`config.mk`:
```
export PLATFORM = sky130hd
export DESIGN_NAME = pps_ctrl
export DESIGN_NICKNAME = d
export VERILOG_FILES = /design/src/rtl/core/pps_pkg.sv /design/src/rtl/core/pps_ctrl.sv
export SDC_FILE = /design/constraint.sdc
export NUM_CORES = 1
export LEC_CHECK = 0
export ABC_CLOCK_PERIOD_IN_PS = 990
export BUFFER_PORTS_ARGS = -buffer_cell sky130_fd_sc_hd__buf_4
export CAP_MARGIN = 20
export CORE_AREA = 2 2 39 41
export DETAILED_ROUTE_END_ITERATION = 16
export DIE_AREA = 0 0 41 43
export SLEW_MARGIN = 30
export SYNTH_ARGS = -nofsm -noshare
export SYNTH_HDL_FRONTEND = slang
export SYNTH_SLANG_ARGS = --single-unit
```
`constraint.sdc`:
```
create_clock -name clock -period 0.99 [get_ports clock]
set_input_delay 0 -clock clock [delete_from_list [all_inputs] [get_ports clock]]
set_output_delay 0 -clock clock [all_outputs]
set_load 0.005 [all_outputs]
```
`src/rtl/core/pps_pkg.sv`:
```
// Shared types and constants for the PPS period servo.
package pps_pkg;

   localparam int RING_DEPTH_DEFAULT   = 32;
   localparam int DRIFT_WINDOW_DEFAULT = 16;

   localparam logic [31:0] NOMINAL_RESET = 32'd1000000000;
   localparam logic [28:0] WINDOW_RESET  = 29'd1000000;
   localparam logic [28:0] LIMIT_RESET   = 29'd1000000;
   localparam logic [29:0] ONE_SECOND    = 30'd1000000000;
   localparam logic [28:0] HALF_SECOND   = 29'd500000000;
   localparam logic [34:0] BASE_LIMIT    = 35'h400000000;
   // floor(2^61 / 1e9)
   localparam logic [31:0] RECIP_SECOND  = 32'd2305843009;

   localparam logic [1:0] REG_NOMINAL = 2'd0;
   localparam logic [1:0] REG_WINDOW  = 2'd1;
   localparam logic [1:0] REG_LIMIT   = 2'd2;

   localparam logic [1:0] MODE_START   = 2'd0;
   localparam logic [1:0] MODE_ACQUIRE = 2'd1;
   localparam logic [1:0] MODE_TRACK   = 2'd2;

   typedef enum logic [3:0] {
      ST_IDLE,
      ST_MOD,
      ST_DISPATCH,
      ST_SUM_RD,
      ST_SUM_ACC,
      ST_DIV,
      ST_FINISH,
      ST_WRITE,
      ST_OUT
   } state_type;

   typedef struct packed {
      logic load;
      logic mod_step;
      logic sum_clear;
      logic sum_rd;
      logic sum_acc;
      logic div_start;
      logic div_step;
      logic finish;
      logic write;
      logic commit;
   } cmd_type;

   typedef struct packed {
      logic [1:0] mode;
      logic       mod_done;
      logic       sum_done;
      logic       div_done;
   } status_type;

endpackage

```
`src/rtl/core/pps_ctrl.sv`:
```
// Servo sequencer state machine.
module pps_ctrl import pps_pkg::*; (
   input  logic       clock,
   input  logic       reset,
   input  logic       req_valid,
   output logic       req_ready,
   output logic       rsp_valid,
   input  logic       rsp_ready,
   output cmd_type    cmd,
   input  status_type status
);
   state_type state_ff, state_in;

   always_ff @(posedge clock) begin
      if (reset) begin
         state_ff <= ST_IDLE;
      end else begin
         state_ff <= state_in;
      end
   end

   always_comb begin
      state_in  = state_ff;
      cmd       = '0;
      req_ready = 1'b0;
      rsp_valid = 1'b0;
      case (state_ff)
         ST_IDLE: begin
            req_ready = 1'b1;
            if (req_valid) begin
               cmd.load = 1'b1;
               state_in = ST_MOD;
            end
         end
         ST_MOD: begin
            cmd.mod_step = 1'b1;
            if (status.mod_done) state_in = ST_DISPATCH;
         end
         ST_DISPATCH: begin
            if (status.mode == MODE_TRACK) begin
               cmd.sum_clear = 1'b1;
               state_in = ST_SUM_RD;
            end else begin
               state_in = ST_FINISH;
            end
         end
         ST_SUM_RD: begin
            cmd.sum_rd = 1'b1;
            state_in = ST_SUM_ACC;
         end
         ST_SUM_ACC: begin
            cmd.sum_acc = 1'b1;
            if (status.sum_done) begin
               cmd.div_start = 1'b1;
               state_in = ST_DIV;
            end else begin
               state_in = ST_SUM_RD;
            end
         end
         ST_DIV: begin
            cmd.div_step = 1'b1;
            if (status.div_done) state_in = ST_FINISH;
         end
         ST_FINISH: begin
            cmd.finish = 1'b1;
            state_in = ST_WRITE;
         end
         ST_WRITE: begin
            cmd.write = 1'b1;
            state_in = ST_OUT;
         end
         ST_OUT: begin
            rsp_valid = 1'b1;
            if (rsp_ready) begin
               cmd.commit = 1'b1;
               state_in = ST_IDLE;
            end
         end
         default: state_in = ST_IDLE;
      endcase
   end

   assert property (@(posedge clock) disable iff (reset)
      (state_ff == ST_OUT && !rsp_ready) |=> state_ff == ST_OUT)
      else $error("result dropped while stalled");
   assert property (@(posedge clock) disable iff (reset)
      cmd.load |=> state_ff == ST_MOD)
      else $error("accept did not start the phase reduction");
   assert property (@(posedge clock) disable iff (reset)
      !(req_ready && rsp_valid))
      else $error("accept while a result is pending");
endmodule

```
==> impl_metrics.tcl <==
set metrics [dict create \
    outcome "finished with violations" \
    violations "setup timing" \
    hold_start "reset" \
    synthesis.nets 54 \
    numCtsBuffers 3 \
    synth_edf_count 0 \
    rows 14 \
    grt_pass1_wl_mm 2.18 \
    first_global_vias 479 \
    synth_top_cell_by_area "dfxtp_1" \
    cp-end-kind "output pin" \
    critical_path_class "reg -> out" \
    hold_path_end "state_ff[3]$_SDFFE_PP0P_" \
    yosysMostFrequentCell "dfxtp_1" \
    max_slew_margin_pct 83.3 \
    max_stage_delay_ns 0.36 \
    max_freq_ghz 0.783 \
    crit_family "simple AND/OR/NAND/NOR gates" \
    cpMostUsedCell "buf_6" \
    drive_gt1_share_pct 79.3 \
    synthTopCellsByArea "dfxtp_1 (22%), and2_1 (5.2%), and3b_1 (4.9%), buf_2 (4.2%), a211oi_1 (4.2%)" \
    first_pass_iters 4 \
    arrival_ns 1.28 \
    dp_hpwl_um 818 \
    nets 103 \
    synth-async-reset-ratio_pct 0 \
    ir_drop_mv 1.38 \
    drt_iter0_markers 3 \
    drc 0 \
    grt_max_degree 8 \
    chipHeight_um 43 \
    synth-seq-cells 4 \
    cts_tree "built" \
    h-tree-depth 1 \
    ys_seq_area_share_pct 22.3 \
    top_regs "state_ff: 4 flops" \
    clk_latency_ns 0.25 \
    final-setup-viol-count 16 \
    vias 533 \
    ioPinCount 21 \
    netlist_instances 45 \
    synth_area_um2 359 \
    wl_mm 1.57 \
    r2r_cells 5 \
    reg2reg_from "state_ff[0]$_SDFFE_PP0P_" \
    viasPerCell 4.94 \
    hold_depth 3 \
    syn_area_per_cell_um2 7.98 \
    period_share_pct 129 \
    cp_cell_sequence "buf_6 -> nor4b_4 -> and2_4 -> buf_6" \
    grt-ovfl-total 0 \
    final_util_pct 67.2 \
    antenna_found_initial 0 \
    num_antenna_cells 0 \
    area_growth_pct 159 \
    ant_nets 0 \
    hp-class "in -> reg" \
    maxCapViolations 0 \
    path_buf_inv 2 \
    cts_root_buffer "clkbuf_4" \
    timing_hold_violations_final 0 \
    core_mm2 0.00138 \
    required_ns 0.99 \
    rsz0062_at_grt "true" \
    rr_endpoint "state_ff[2]$_SDFFE_PP0P_" \
    p_leak_uw 0.000448 \
    clkSlewWorstSetupHoldPaths_ns 0.04 \
    setup_ws_ns -0.288 \
    die_width_um 41 \
    track_usage_pct 19.3 \
    cpMaxStageDelayCell "dfxtp_4" \
    io_buffers 20 \
    reg2reg_slack_ns -0.26 \
    p_total_uw 2560 \
    clock_path_buffers 2 \
    largest_reg_flops 4 \
    period_minus_slack_ns 1.28 \
    crit_path_max_fanout 5 \
    setup_tns_ns -3.44 \
    wire_per_inst_um 14.5 \
    synth-main-ff-cell "dfxtp_1" \
    gp_congestion 0.791 \
    crit_path_start "state_ff[0]$_SDFFE_PP0P_" \
    synth_top_area_share_pct 22.3 \
    startpoint_type "flop" \
    start_util_pct 25.9 \
    power_per_cell_area_mw_per_mm2 2750 \
    cts.sinks 4 \
    worst_pin_slew_ns 0.249 \
    finalMaxSlewViolations 0 \
    ys_warn_count 0 \
    regMostFlops "state_ff" \
    die_area_mm2 0.00176 \
    finalClockSkew_ns 0.00841 \
    fill_cells 115 \
    ys_types 27 \
]
## repair_timing
item | CTS | global route
endpoints found under the setup margin | 16 | 16
hold buffers | 1 | 0
endpoints found under the hold margin | 1 | 0
resized for setup | 24 | 17
pin swaps | 6 | 11
gates cloned | 1 | 0
setup buffers | 6 | 8
## power breakdown
part           total (uW)  switching [uW]  internal (uW)
combinational        1950             765           1190
sequential            391             136            255
clock                 215            78.2            136
## layer usage
layer	vias to the layer above	part of all wire, %	global-route usage (%)
met5	-	0	0
met4	0	1.3	14.0
met3	2	5.9	5.24
met2	21	52	30.0
met1	253	41	21.0
li1	257	-	-
## kinds of logic (layout without fill, tap and decap cells)
| group | after synthesis | count (layout) | share of synthesized area, % |
|---|---|---|---|
| muxes | 1 | 1 | 2.79 |
| xor gates and xnor gates | 1 | 1 | 2.44 |
| buffers and inverters | 8 | 55 | 11.5 |
| and+or+nand+nor | 24 | 24 | 46.0 |
| DFF | 4 | 4 | 22.3 |
| AOI/OAI and AO/OA | 7 | 7 | 15.0 |
## cells in the final DEF, fill, tap and decap left out, drive strengths merged, types with 2 or more instances in the layout
| master | instances |
|---|---|
| inv | 3 |
| dfxtp | 4 |
| a211oi | 2 |
| nor4b | 2 |
| nor2 | 3 |
| nand2 | 3 |
| clkbuf | 3 |
| nor3 | 2 |
| and2 | 3 |
| buf | 48 |
| nand2b | 2 |
| nor3b | 2 |
| nor4 | 2 |
| and3b | 2 |
## metrics by stage
step / std cells / worst slack, ns / hold WS [ns] / instance area (um2)
final: 108 / -0.288 / 0.0353 / 930
after global routing: 108 / -0.340 / 0.0436 / 930
after CTS: 100 / -0.273 / 0.0219 / 790
after detailed placement: 89 / -0.204 / 0.209 / 617
after global placement: 89 / -0.192 / 0.218 / 617
after floorplan: 45 / -0.0604 / 0.0963 / 398
## worst min-delay path, stage by stage
cell and delay, ns:
buf_4 0.10, inv_1 0.06, o21a_1 0.09
## cell type report
cell class / count / area [um2] / area share (%)
repair buffers: 49 / 424 / 45.6
multi-input cells: 33 / 357 / 38.4
flip-flops and latches: 4 / 95.1 / 10.2
clock buffers: 3 / 22.5 / 2.42
well taps: 16 / 20.0 / 2.15
inverters: 3 / 11.3 / 1.21
## worst max path at each step
stage	to	slack [ns]	cells after the start
floorplan	state_ff[1]$_SDFFE_PP0P_	-0.06	4
global placement	state_ff[1]$_SDFFE_PP0P_	-0.19	4
detailed placement	state_ff[1]$_SDFFE_PP0P_	-0.20	3
CTS	cmd[7]	-0.27	4
global route	cmd[4]	-0.34	4
finish	cmd[4]	-0.29	4
Note: power is estimated with default switching activity, not from simulation.
